File: config.mk
export PLATFORM = sky130hd
export DESIGN_NAME = bfm_mul
export DESIGN_NICKNAME = d
export VERILOG_FILES = /design/src/design/bfm_pkg.sv /design/src/design/bfm_mul.sv
export SDC_FILE = /design/constraint.sdc
export NUM_CORES = 1
export LEC_CHECK = 0
export BUFFER_PORTS_ARGS = -buffer_cell sky130_fd_sc_hd__clkbuf_2
export CAP_MARGIN = 20
export CORE_MARGIN = 2
export CORE_UTILIZATION = 65
export DETAILED_ROUTE_END_ITERATION = 16
export PLACE_DENSITY = 0.91
export SYNTH_ARGS = -nofsm -noshare
export SYNTH_HDL_FRONTEND = slang
export SYNTH_SLANG_ARGS = --single-unit
File: constraint.sdc
create_clock -name clk -period 9.93 [get_ports clk]
set_input_delay 1.986 -clock clk [delete_from_list [all_inputs] [get_ports clk]]
set_output_delay 1.986 -clock clk [all_outputs]
set_load 0.01 [all_outputs]
File: src/design/bfm_pkg.sv
`timescale 1ns / 1ps
`default_nettype none
// ----------------------------------------------------------------------------
// bfm_pkg
// shared constants, codes, types and helper functions of the bloom filter
// ----------------------------------------------------------------------------
package bfm_pkg;

  // operation codes of an item
  localparam logic [1:0] KIND_INSERT = 2'd0;
  localparam logic [1:0] KIND_QUERY  = 2'd1;
  localparam logic [1:0] KIND_CLEAR  = 2'd2;
  localparam logic [1:0] KIND_NONE   = 2'd3;

  // configuration register indexes
  localparam logic [1:0] REG_NUM_BITS   = 2'd0;
  localparam logic [1:0] REG_NUM_HASHES = 2'd1;
  localparam logic [1:0] REG_BASE_SEED  = 2'd2;

  // register widths
  localparam int NB_W  = 17;  // num_bits
  localparam int NH_W  = 6;   // num_hashes
  localparam int CNT_W = 7;   // capped hash count, holds up to 64

  // murmur3 constants
  localparam logic [31:0] MM_C1 = 32'hcc9e2d51;
  localparam logic [31:0] MM_C2 = 32'h1b873593;
  localparam logic [31:0] MM_F1 = 32'h85ebca6b;
  localparam logic [31:0] MM_F2 = 32'hc2b2ae35;
  localparam logic [31:0] MM_N  = 32'he6546b64;

  // control toward the bit store
  typedef struct packed {
    logic clr;
    logic wr;
    logic rd;
  } store_ctl_t;

  function automatic logic [31:0] rotl15(input logic [31:0] x);
    rotl15 = {x[16:0], x[31:17]};
  endfunction

  function automatic logic [31:0] rotl13(input logic [31:0] x);
    rotl13 = {x[18:0], x[31:19]};
  endfunction

endpackage
`default_nettype wire

File: src/design/bfm_mul.sv
`timescale 1ns / 1ps
`default_nettype none
// ----------------------------------------------------------------------------
// bfm_mul
// shared 32x32 multiplier, low product word, registered output
// ----------------------------------------------------------------------------
module bfm_mul import bfm_pkg::*; (
  input  wire logic        clk,
  input  wire logic [31:0] a,
  input  wire logic [31:0] b,
  output logic      [31:0] p
);

  logic [31:0] p_r;

  always_ff @(posedge clk) begin
    p_r <= 32'(a * b);
  end

  assign p = p_r;

endmodule
`default_nettype wire

### Yosys cells after proc, flatten, opt, wreduce, memory -nomap -nowiden

Cells that the tools add are included.

* register bits after elaboration: 32
* output and inout port bits: 32
* word-level logic and storage cells: 2

* multipliers: 1

Operator list (number)
* $mul 32x32->32: 1

### Logic depth before layout (Yosys ltp)

* word-level depth: 1
* mapped depth: 27
* mapped depth without buffers: 24

### Least setup slack after synthesis

No wires, ideal clock.

* path kind: in2reg
* start point: in b[3]
* end point: reg p_r[30], in the netlist p[30]
* setup time: 72 ps
* arrival: 8099 ps
* required time: 9858 ps
* setup slack: 1759 ps
* cell stages on the path: 24
* path through: clkbuf_1 clkbuf_1 and2_1 fa_1 inv_1 fa_1 fa_1 fa_1 inv_1 fa_1 inv_1 fa_1 inv_1 fa_1 fa_1 ha_1 and4_2 a31oi_1 o21ai_0 a21oi_2 o211ai_2 a31o_1 a21oi_2 xnor2_1

* longest elaborated chain between the ends: 1

RTL lines
* start: declaration: line bfm_mul.sv:10 `input wire logic [31:0] b,`
* $mul 32x32->32: line bfm_mul.sv:17 `p_r <= 32'(a * b);`
* end signal: assignment: line bfm_mul.sv:17
* end: declaration: line bfm_mul.sv:14 `logic [31:0] p_r;`

Every way passes these cells.

### Worst setup path in the final report

* start point: in a[12]
* end point: reg p_r[29], in the netlist p[29]

* longest elaborated chain between the ends: 1

RTL lines
* start: declaration: line bfm_mul.sv:9 `input wire logic [31:0] a,`
* $mul 32x32->32: line bfm_mul.sv:17

Every way passes these cells.

==> reports/summary.md <==
The startpoint-to-endpoint class of the critical path was input port to flip-flop. The transition at the pin with the smallest max-transition slack is 727 ps. The run finished with clean final reports. The clock transition at the registers of the reported paths is 60 ps. For this run the aggregate overflow at the end of global routing stands at 0. After detailed routing, the number of vias per cell comes to 5.68. The register with the most flip-flops in the layout has 32 of them. The congestion estimate from routability-driven global placement came to 0.915. The number of nets in the synthesized netlist is 2341. The clock passes through at most 2 buffers. The path class of the tightest hold or removal check is input port to flip-flop.

In this run, post-CTS hold repair placed 0 buffers. After the first detailed-routing iteration, the DRC count stood at 962. The post-route netlist has 6.44% of its cells at a drive strength greater than 1.

The signal on the critical path passes through clkbuf_2 > and2_1 > fa_1 > fa_1 > fa_1 > inv_1 > fa_1 > inv_1 > fa_1 > inv_1 > fa_1 > inv_1 > fa_1 > fa_1 > ha_1 > a21oi_1 > o21ai_0 > a31oi_1 > o21ai_0 > a211oi_1 > o21bai_1 > a21oi_1 > xnor2_1. The commonest cells after synthesis are sky130_fd_sc_hd__fa_1, sky130_fd_sc_hd__and2_1, sky130_fd_sc_hd__inv_1, sky130_fd_sc_hd__nand2_1, sky130_fd_sc_hd__ha_1. The number of maximum-capacitance constraint violations is 0, and the first-pass detailed-route iteration total is 5. In this run the worst path has a maximum fanout of 20. By instance count, the leading cell after synthesis is sky130_fd_sc_hd__fa_1. The initial antenna violation count was 1; the area of the core region was 25000 um2. The logs give 33 for the pin count of the biggest net entering global routing and 3.91% for the proportion of synthesized chip area in sequential cells.

For the worst endpoint data arrival time, the log shows 8860 ps. TritonCTS built the clock tree. The portion of synthesized cell area occupied by the leading cell type was 49.8%; the aggregate global-route resource usage was 33.3%. The layout overhead on the synthesized area was 4.75%; the number of buffers inserted to repair setup after CTS was 0. The die outline width came out at 163 um. In this run the count of I/O pins placed on the die edge is 97. The cell type with the highest aggregate area in the netlist was sky130_fd_sc_hd__fa_1. The first global-routing pass estimated 68000 um of wire. Setup repair after global routing left no endpoint under its margin. Port buffering added 96 buffers. The floorplan step defined a die boundary enclosing 26500 um2. From bottom edge to top edge, the die measures 163 um.

The overall via count from detail_route was 11900; the average cell area after synthesis was 9.40 um2. Relative max-transition margin: 51.2%. Detailed placement finished with a half-perimeter wire length of 33000 um. The net count of the finished layout is 2366. Dominant delay contributor by cell family on the critical path: adder cells. The number of enable-type register cells in the synthesized netlist is 0, and the delay of the slowest critical-path stage is 550 ps. The tree is rooted in a sky130_fd_sc_hd__clkbuf_16. STA puts the critical path data required time at 10160 ps.

The most frequent cell on the critical path is sky130_fd_sc_hd__fa_1. The async set-reset flop share out of synthesis works out to 0%. The count of state elements after synthesis came out at 32. The number of clock buffers added by TritonCTS is 5. Together, buffers and inverters on the worst path number 5. The worst setup path is launched from an input port. The number of unique standard cell types used by synthesis was 38.

The tools report the total of warnings raised by yosys as 0. For this configuration, the core starts out at a cell density of 65.7%. The number of failing hold endpoints at the final stage was 0. The logs give 0 for the number of max-slew violations in the final report and 40700 um for the routed wire length. The clock net in this run drives a total of 32 sinks. Sorting the synthesized cells by area gives the leading types as sky130_fd_sc_hd__fa_1, sky130_fd_sc_hd__and2_1, sky130_fd_sc_hd__ha_1, sky130_fd_sc_hd__inv_1, sky130_fd_sc_hd__nand2_1. After floorplanning, the core was divided into 58 placement rows.

In this run the remaining antenna-violating nets after routing total 0. After layout, the worst path uses 86.9% of the clock period. The number of global-route vias before repair is 13700, and the post-route DRC violation count is 0. In this run the cell area of the synthesized design comes to 16400 um2.

Adding up every negative setup slack in the final design gives 0 ps. STA classifies the critical path endpoint as a flip-flop. The slowest stage of the critical path is the sky130_fd_sc_hd__fa_1 cell. The shortest period the worst path allows is 8630 ps.

Synthesis handed over a netlist of 1745 instances. In the synthesized netlist the dominant register cell turns out to be sky130_fd_sc_hd__dfxtp_1. The run gives 0 as the number of gates resized after cts. The run gives 2 as the maximum level of the CTS H-tree. Dividing the detail-routed wire length by the instance count gives 19.4 um. Timing would allow up to 116 MHz. Setup violations remaining at the end of the flow were counted as 0.
==> routing by layer <==
layer  track usage [%]  wire length, um
met2              56.1            20100
met4              13.3             1730
met1              42.5            15200
met3              6.72             3660
met5                 0               13
==> through the flow <==
step / hold WS (ps) / util [%] / worst slack, ps / instance area (um2) / instances
floorplan: 2110 / - / 1760 / 16400 / 1745
global placement: 2370 / 68.2 / 1240 / 17000 / 2093
detailed placement: 2370 / 68.2 / 1070 / 17000 / 2093
CTS: 2420 / 68.8 / 1400 / 17200 / 2101
global route: 2490 / 68.8 / 1130 / 17200 / 2101
finish: 2430 / 68.8 / 1300 / 17200 / 2102
==> logic make-up (layout without fill, tap and decap cells) <==
| logic type | count (synthesis) | count (layout) | share of synthesized area, % |
|---|---|---|---|
| buffers and inverters | 444 | 470 | 10.2 |
| flip-flops | 32 | 32 | 3.91 |
| other | 0 | 1 | 0 |
| XOR/XNOR | 86 | 86 | 4.59 |
| AND/OR/NAND/NOR | 573 | 573 | 19.0 |
| adder cells (fa/ha/maj) | 531 | 531 | 59.2 |
| AO/OA/AOI/OAI | 79 | 79 | 3.19 |
==> area by class of cell <==
type,count,area (um2)
inverters,362,1360
diodes,1,2.50
multi-input cells,1269,14100
clock buffers,6,129
well taps,330,413
repair buffers,100,510
fillers,1785,7780
clock inverters,2,35.0
flip-flops and latches,32,641
==> cells in the final DEF (no fill, tap or decap), types with 10 or more instances in the layout <==
cell type                    n
sky130_fd_sc_hd__clkbuf_2   96
sky130_fd_sc_hd__fa_1      408
sky130_fd_sc_hd__nor2_1     10
sky130_fd_sc_hd__o21ai_0    13
sky130_fd_sc_hd__xor2_1     17
sky130_fd_sc_hd__inv_1     362
sky130_fd_sc_hd__a21oi_1    23
sky130_fd_sc_hd__ha_1      123
sky130_fd_sc_hd__xnor2_1    69
sky130_fd_sc_hd__dfxtp_1    32
sky130_fd_sc_hd__nand2_1   179
sky130_fd_sc_hd__and2_1    367
==> final timing paths <==
kind / start / cells after the start / end
worst min-delay path: b[0] / 2 / p[0]
worst max-delay path: a[12] / 23 / p[29]
Power is left out: the tool's default activity adds up to more than one toggle a clock period on the data nets, which glitch-free logic cannot reach.
