`src/design/bfm_pkg.sv`:
```
`timescale 1ns / 1ps
`default_nettype none
// ----------------------------------------------------------------------------
// bfm_pkg
// shared constants, codes, types and helper functions of the bloom filter
// ----------------------------------------------------------------------------
package bfm_pkg;

  // operation codes of an item
  localparam logic [1:0] KIND_INSERT = 2'd0;
  localparam logic [1:0] KIND_QUERY  = 2'd1;
  localparam logic [1:0] KIND_CLEAR  = 2'd2;
  localparam logic [1:0] KIND_NONE   = 2'd3;

  // configuration register indexes
  localparam logic [1:0] REG_NUM_BITS   = 2'd0;
  localparam logic [1:0] REG_NUM_HASHES = 2'd1;
  localparam logic [1:0] REG_BASE_SEED  = 2'd2;

  // register widths
  localparam int NB_W  = 17;  // num_bits
  localparam int NH_W  = 6;   // num_hashes
  localparam int CNT_W = 7;   // capped hash count, holds up to 64

  // murmur3 constants
  localparam logic [31:0] MM_C1 = 32'hcc9e2d51;
  localparam logic [31:0] MM_C2 = 32'h1b873593;
  localparam logic [31:0] MM_F1 = 32'h85ebca6b;
  localparam logic [31:0] MM_F2 = 32'hc2b2ae35;
  localparam logic [31:0] MM_N  = 32'he6546b64;

  // control toward the bit store
  typedef struct packed {
    logic clr;
    logic wr;
    logic rd;
  } store_ctl_t;

  function automatic logic [31:0] rotl15(input logic [31:0] x);
    rotl15 = {x[16:0], x[31:17]};
  endfunction

  function automatic logic [31:0] rotl13(input logic [31:0] x);
    rotl13 = {x[18:0], x[31:19]};
  endfunction

endpackage
`default_nettype wire

```
`src/design/bfm_mod.sv`:
```
`timescale 1ns / 1ps
`default_nettype none
// ----------------------------------------------------------------------------
// bfm_mod
// restoring remainder unit, one dividend bit per cycle
// ----------------------------------------------------------------------------
module bfm_mod import bfm_pkg::*; (
  input  wire logic            clk,
  input  wire logic            rst_n,
  input  wire logic            start,
  input  wire logic [31:0]     dividend,
  input  wire logic [NB_W-1:0] divisor,
  output logic                 done,
  output logic      [NB_W-1:0] rem
);

  logic            busy_r;
  logic            done_r;
  logic [4:0]      cnt_r;
  logic [31:0]     dvd_r;
  logic [NB_W-1:0] dsr_r;
  logic [NB_W:0]   rem_r;
  logic [NB_W:0]   trial;
  logic [NB_W:0]   rem_nxt;

  always_comb begin
    trial = {rem_r[NB_W-1:0], dvd_r[31]};
    if (trial >= {1'b0, dsr_r}) begin
      rem_nxt = trial - {1'b0, dsr_r};
    end else begin
      rem_nxt = trial;
    end
  end

  always_ff @(posedge clk) begin
    if (!rst_n) begin
      busy_r <= 1'b0;
      done_r <= 1'b0;
    end else begin
      done_r <= 1'b0;
      if (start) begin
        busy_r <= 1'b1;
      end else if (busy_r && cnt_r == 5'd31) begin
        busy_r <= 1'b0;
        done_r <= 1'b1;
      end
    end
  end

  always_ff @(posedge clk) begin
    if (start) begin
      dvd_r <= dividend;
      dsr_r <= divisor;
      rem_r <= '0;
      cnt_r <= '0;
    end else if (busy_r) begin
      dvd_r <= {dvd_r[30:0], 1'b0};
      rem_r <= rem_nxt;
      cnt_r <= cnt_r + 5'd1;
    end
  end

  assign done = done_r;
  assign rem  = rem_r[NB_W-1:0];

endmodule
`default_nettype wire

```
`config.mk`:
```
export PLATFORM = sky130hd
export DESIGN_NAME = bfm_mod
export DESIGN_NICKNAME = d
export VERILOG_FILES = /design/src/design/bfm_pkg.sv /design/src/design/bfm_mod.sv
export SDC_FILE = /design/constraint.sdc
export NUM_CORES = 1
export LEC_CHECK = 0
export BUFFER_PORTS_ARGS = -buffer_cell sky130_fd_sc_hd__buf_2
export CORE_MARGIN = 3
export CORE_UTILIZATION = 56
export CTS_CLUSTER_DIAMETER = 150
export DETAILED_ROUTE_END_ITERATION = 6
export MAX_ROUTING_LAYER = met4
export PLACE_DENSITY = 0.85
export SYNTH_ARGS = -nofsm -noshare
export SYNTH_HDL_FRONTEND = slang
export SYNTH_SLANG_ARGS = --single-unit
export TNS_END_PERCENT = 50
```
`constraint.sdc`:
```
create_clock -name clk -period 3.6 [get_ports clk]
set_input_delay 0 -clock clk [delete_from_list [all_inputs] [get_ports clk]]
set_output_delay 0 -clock clk [all_outputs]
set_load 0.005 [all_outputs]
```
# ---- After elaboration in Yosys (flattened, before gate mapping)
# Cells that the tools add are included.
dict set report word_totals {
  register_bits 73
  latchBits 0
  ramBits 0
  rom_bits 0
  inputBits 52
  output_inout_bits 18
  word_cells 21
  mem_count 0
}
dict set report op_classes {
  add_sub_neg 2
  multipliers 0
  div_mod_pow 0
  magnitude_cmp 1
  n_eq_ne 1
  n_shift 0
  mux 6
  bitwise_logic 1
  reduce_logical 4
}
# op n
set ops {}
lappend ops {{two-way mux 32 bit} 2}
lappend ops {{greater-or-equal comparator 18 x 17 -> 1 bit} 1}
lappend ops {{two-way mux 17 bit} 1}
lappend ops {{subtractor 17 bit} 1}
lappend ops {{adder 5 x 1 -> 5 bit (second input constant)} 1}
lappend ops {{== test 5 bit (second input constant)} 1}
lappend ops {{nonzero test 2 bit} 2}
lappend ops {{two-way mux 1 bit} 3}
lappend ops {{OR reduction 2 bit} 1}
lappend ops {{logical AND 1 bit} 1}
lappend ops {{NOT 1 bit} 1}

# ---- Depth between registers and ports, before layout
dict set report logic_depth {
  word_depth 4
  ltp_mapped 12
  mapped_depth_nobuf 11
}

# ---- Worst setup path after synthesis
# Ideal clock, no wire load.
dict set report synth_timing {
  kind {reg-to-reg}
  from {register dvd_r[31]}
  to {register rem_r[0]}
  setup_time_ps 147
  t_arrival_ps 2460
  required_time_ps 3453
  path_slack_ps 993
  stages_incl_launch_ff 13
  path_buffers 1
  period_less_slack_ps 2607
  cell_sequence {edfxtp_1 > inv_1 > ha_1 > inv_1 > fa_1 > a21o_1 > a221oi_2 > o311ai_4 > a221oi_4 > buf_6 > nor2_1 > a21oi_1 > a211oi_2}
}
dict set report synth_via {
  elab_chain_len 2
}
# item line
set synth_lines {}
lappend synth_lines {{start, declared} bfm_mod.sv:20} ;# logic [31:0] dvd_r;
lappend synth_lines {{start signal, assigned} bfm_mod.sv:52} ;# dvd_r <= dividend;
lappend synth_lines {{start signal, assigned} bfm_mod.sv:57} ;# dvd_r <= {dvd_r[30:0], 1'b0};
lappend synth_lines {{subtractor 17 bit / greater-or-equal comparator 18 x 17 -> 1 bit (equally long branches)} {bfm_mod.sv:29, bfm_mod.sv:28}}
lappend synth_lines {{two-way mux 17 bit (*)} bfm_mod.sv:28} ;# if (trial >= {1'b0, dsr_r}) begin
lappend synth_lines {{end signal, assigned} bfm_mod.sv:58} ;# rem_r <= rem_nxt;
lappend synth_lines {{end, declared} bfm_mod.sv:22} ;# logic [NB_W:0] rem_r;
# Every way passes the cells marked *; elsewhere a longest branch is shown, timed or not.
# A chain may end at the register's enable or synchronous reset.

# ---- Worst setup path in the final report
dict set report layout_timing {
  from {register dvd_r[31]}
  to {register rem_r[9]}
}
# Same word-level chain as after synthesis.

==> flow_results.org <==
** Status
- The run finished with clean final reports.

** Global routing
- Total overflow reported by the global router :: 0
- Wire length of the first global-routing pass :: 15000 um
- Entering global routing, the biggest net connects 66 pins.
- The initial antenna violation count came to 0.
- Number of global-route vias before repair :: 3107
- Total global routing track utilization :: 0.259

** Routing
- After detailed routing, the average wire length per cell comes to 17.0 um.
- Using the TritonRoute via totals, the vias-per-cell ratio works out to 5.72.
- Routed WL :: 9150 um
- After detailed routing, the number of remaining DRC violations is 0.
- DRT Pass-1 Iters :: 5
- Once detail routing completed, the nets flagged for antenna violations numbered 0.
- Detailed-route via count :: roughly 3000
- The first routing iteration left 181 violations.

** Placed design
- The congestion estimate from routability-driven global placement came to 0.901.
- Instance area at placement :: 4300 um2
- Detailed placement ended at an HPWL of 5380 um.
- The count of buffers added on input and output ports is just under 70.

** Logic synthesis
- Average instance area after synthesis :: 11.8 um2
- #FFs+latches synth :: 73
- Top flip-flop cell by instance count after synthesis :: edfxtp_1
- Yosys printed 0 warnings.
- Number of enable-type register cells in the synthesized netlist :: 49
- Sequential area share after synthesis :: 0.504
- Of all flip-flops after synthesis, the portion carrying an async set or reset was 0.
- Synth Instances :: 329
- The netlist uses 55 different library cells.
- Counting every net in the synthesized netlist gives ~400.
- Cell area after technology mapping :: a little under 4000 um2

** Timing
- Setup-failing EPs final :: 0
- Relative slew margins :: 0.163
- Worst hold margin :: 0.129 ns
- Pin slew with the least headroom to its limit :: approximately 1.3 ns
- Setup repair after global routing left no endpoint under its margin.
- Across the routed clock network, the largest skew measured is 0.0132 ns.
- Min Tclk post-route :: 2.84 ns
- After routing, the total negative slack on setup checks comes to 0 ns.
- The number of slew-limit violations in the final report was 0.
- Of the available clock period, the critical path in the final layout requires 0.789.
- The number of failing hold endpoints at the final stage came to 0.
- Timing would allow up to 352 MHz.

** Hold path
- Classification of the worst-slack hold path :: in2reg

** Worst setup path
- Startpoint type of the worst setup path :: register
- Slowest Stage Delay on Critical Path :: roughly 0.41 ns
- STA puts the critical path data required time at ~3.8 ns.
- The critical path is of the reg2reg type.
- Critical path fanouts, max :: 12
- The kind of cell with the highest combined delay along the critical path is compound AO/OA/AOI/OAI gates.
- The critical path contains buffers and inverters numbering 3 combined.
- Traced cell by cell, the critical path runs through inv_1, ha_1, inv_1, fa_1, a21o_1, a221oi_2, o311ai_4, a221oi_4, buf_4, a221oi_1, a21oi_1, o21ai_1.
- Data arrives at the worst endpoint at just over 3 ns.
- Worst setup EP type :: register
- The most numerous cell type found on the critical path is inv_1.
- Worst path slowest cell :: edfxtp_1

** Clocking
- Clock latency on the worst-skew pair, taken at its later pin, is 0.36 ns.
- Cts bufs inserted :: 9
- In this run, post-CTS repair resized a total of 0 instances.
- After clock tree synthesis, the clock-pin slew on the worst setup and hold paths is roughly 0.080 ns.
- The tree is rooted in a clkbuf_8.
- The clock tree synthesis step divided the H-tree into 3 levels.
- Sinks on the clock net :: 73
- CTS tree :: built
- CTS Buffer Depth :: 2

** Final layout
- For this run, the post-layout net count is 526.
- Total non-filler cell area in the finished layout :: between 5000 and 6000 um2
- In the layout the commonest cells are buf_2, dlygate4sd3_1, edfxtp_1, mux2_2, nor2_1.
- In the final layout, the share of cells above drive strength 1 is 0.296.
- Signed area change from the synthesized netlist to the final layout :: 30.2%
- Leaving out fill and tap cells, the most frequent cell in the layout is buf_2.

** Floorplanning
- The die is 89.2 um tall.
- The region available for standard cell placement spans 6530 um2.
- Die footprint :: 7950 um2
- Number of placement rows :: 29
- The die is 89.2 um wide.
- I/O pin count :: 70
- For this configuration, the core starts out at a cell density of 0.593.

** Power and ir drop
- In this run the power spent charging and discharging nets is 0.000588 W.
- Of the total power, combinational logic draws 0.195.
- Of the total power, the clock network draws 0.354.
- Worst IR drop on VDD :: 0.000423 V
- Sequential share of power :: 0.451
- P_leak :: 2.24 nW
- Dividing total power by cell area gives a power density of around 440 nW/um2.
- Of the total power, the share spent switching nets is 0.262.
- Internal power comes to ~0.0017 W.

** Job
- Max Cap Viol :: 0
tightest hold or removal path: cells and delay by family:
family / cells / cell delay, ns
buf+inv: 2 / 0.27
simple gates: 2 / 0.12
compound gates: 1 / 0.05
worst paths after layout:
kind / from / endpoint / slack (ns) / cells past startpoint
worst max-delay path: dvd_r[31] / rem_r[9] / 0.76 / 12
worst min-delay path: start / rem_r[9] / 0.13 / 5
worst max register to register: dvd_r[31] / rem_r[9] / 0.76 / 12
worst min register to register: rem_r[5] / rem_r[5] / 0.50 / 2
cells in the mapped netlist (3+ instances only):
cell type / n / area [um2]
o21a_1: 8 / 60.1
mux2_2: 32 / 360
nor3b_1: 3 / 22.5
dfxtp_1: 24 / 480
a21o_1: 9 / 67.6
a21oi_1: 8 / 40.0
o21ai_0: 10 / 50.1
and2_1: 3 / 18.8
nor2_1: 25 / 93.8
nand2b_1: 3 / 18.8
a31oi_1: 4 / 25.0
xor2_1: 4 / 35.0
clkbuf_1: 7 / 26.3
edfxtp_1: 49 / 1470
o21ai_1: 3 / 15.0
a311oi_2: 6 / 90.1
and3_1: 5 / 31.3
a32oi_1: 3 / 26.3
inv_1: 22 / 82.6
or3_1: 3 / 18.8
ha_1: 19 / 238
xnor2_1: 8 / 70.1
nand2_1: 24 / 90.1
nor2b_1: 4 / 25.0
o31ai_1: 3 / 22.5
nor3_1: 3 / 15.0
mux2i_1: 5 / 50.1
flip-flops by register name, summed over array words and instances, names as in the netlist:
register,cells
busy_r,1
cnt_r,5
done,1
dsr_r,17
dvd_r,32
rem_r,17
layer usage:
layer | routed length [um] | share of wire | global-route usage | up-vias
li1 | - | - | - | 1479
met4 | 333 | 0.036 | 0.126 | 0
met3 | 430 | 0.047 | 0.0562 | 23
met1 | 3880 | 0.42 | 0.318 | 1466
met5 | 0 | 0 | - | -
met2 | 4500 | 0.49 | 0.407 | 106
power by group through the flow:
stage | Combinational, W | Clock [W] | Sequential (W)
after global placement | 0.000370 | 0 | 0.00102
after detailed placement | 0.000382 | 0 | 0.00103
after CTS | 0.000427 | 0.000793 | 0.00101
after global routing | 0.000483 | 0.000829 | 0.00102
final | 0.000438 | 0.000794 | 0.00101
after floorplan | 0.000281 | 0 | 0.00102
final cells by class:
cell class / count / area, um2
timing repair buffer: 124 / 883
inverter: 22 / 82.6
antenna: 1 / 2.50
sequential: 73 / 1950
tap: 77 / 96.3
multi-input combinational: 224 / 1790
clock inverter: 6 / 113
clock buffer: 10 / 128
fill: 423 / 1490
cell families after synthesis:
family                     share of synthesized area
AOI/OAI and AO/OA                              0.163
xor gates and xnor gates                      0.0271
muxes                                          0.106
buffers and inverters                         0.0349
adders and majority gates                     0.0665
DFF                                            0.504
and+or+nand+nor                               0.0985
per-stage QoR:
stage	util	power (W)	worst slack, ns	cells
finish	0.772	0.00224	0.760	537
global route	0.772	0.00233	0.523	536
CTS	0.772	0.00223	0.796	536
detailed placement	0.658	0.00141	0.795	470
global placement	0.658	0.00139	0.906	470
floorplan	-	0.00130	0.993	329
timing repair:
| item | CTS | global route |
|---|---|---|
| buffers inserted | 0 | 0 |
| hold buffers | 50 | 0 |
| hold endpoints to repair | 51 | 0 |
Note: power is estimated with default switching activity, not from simulation.
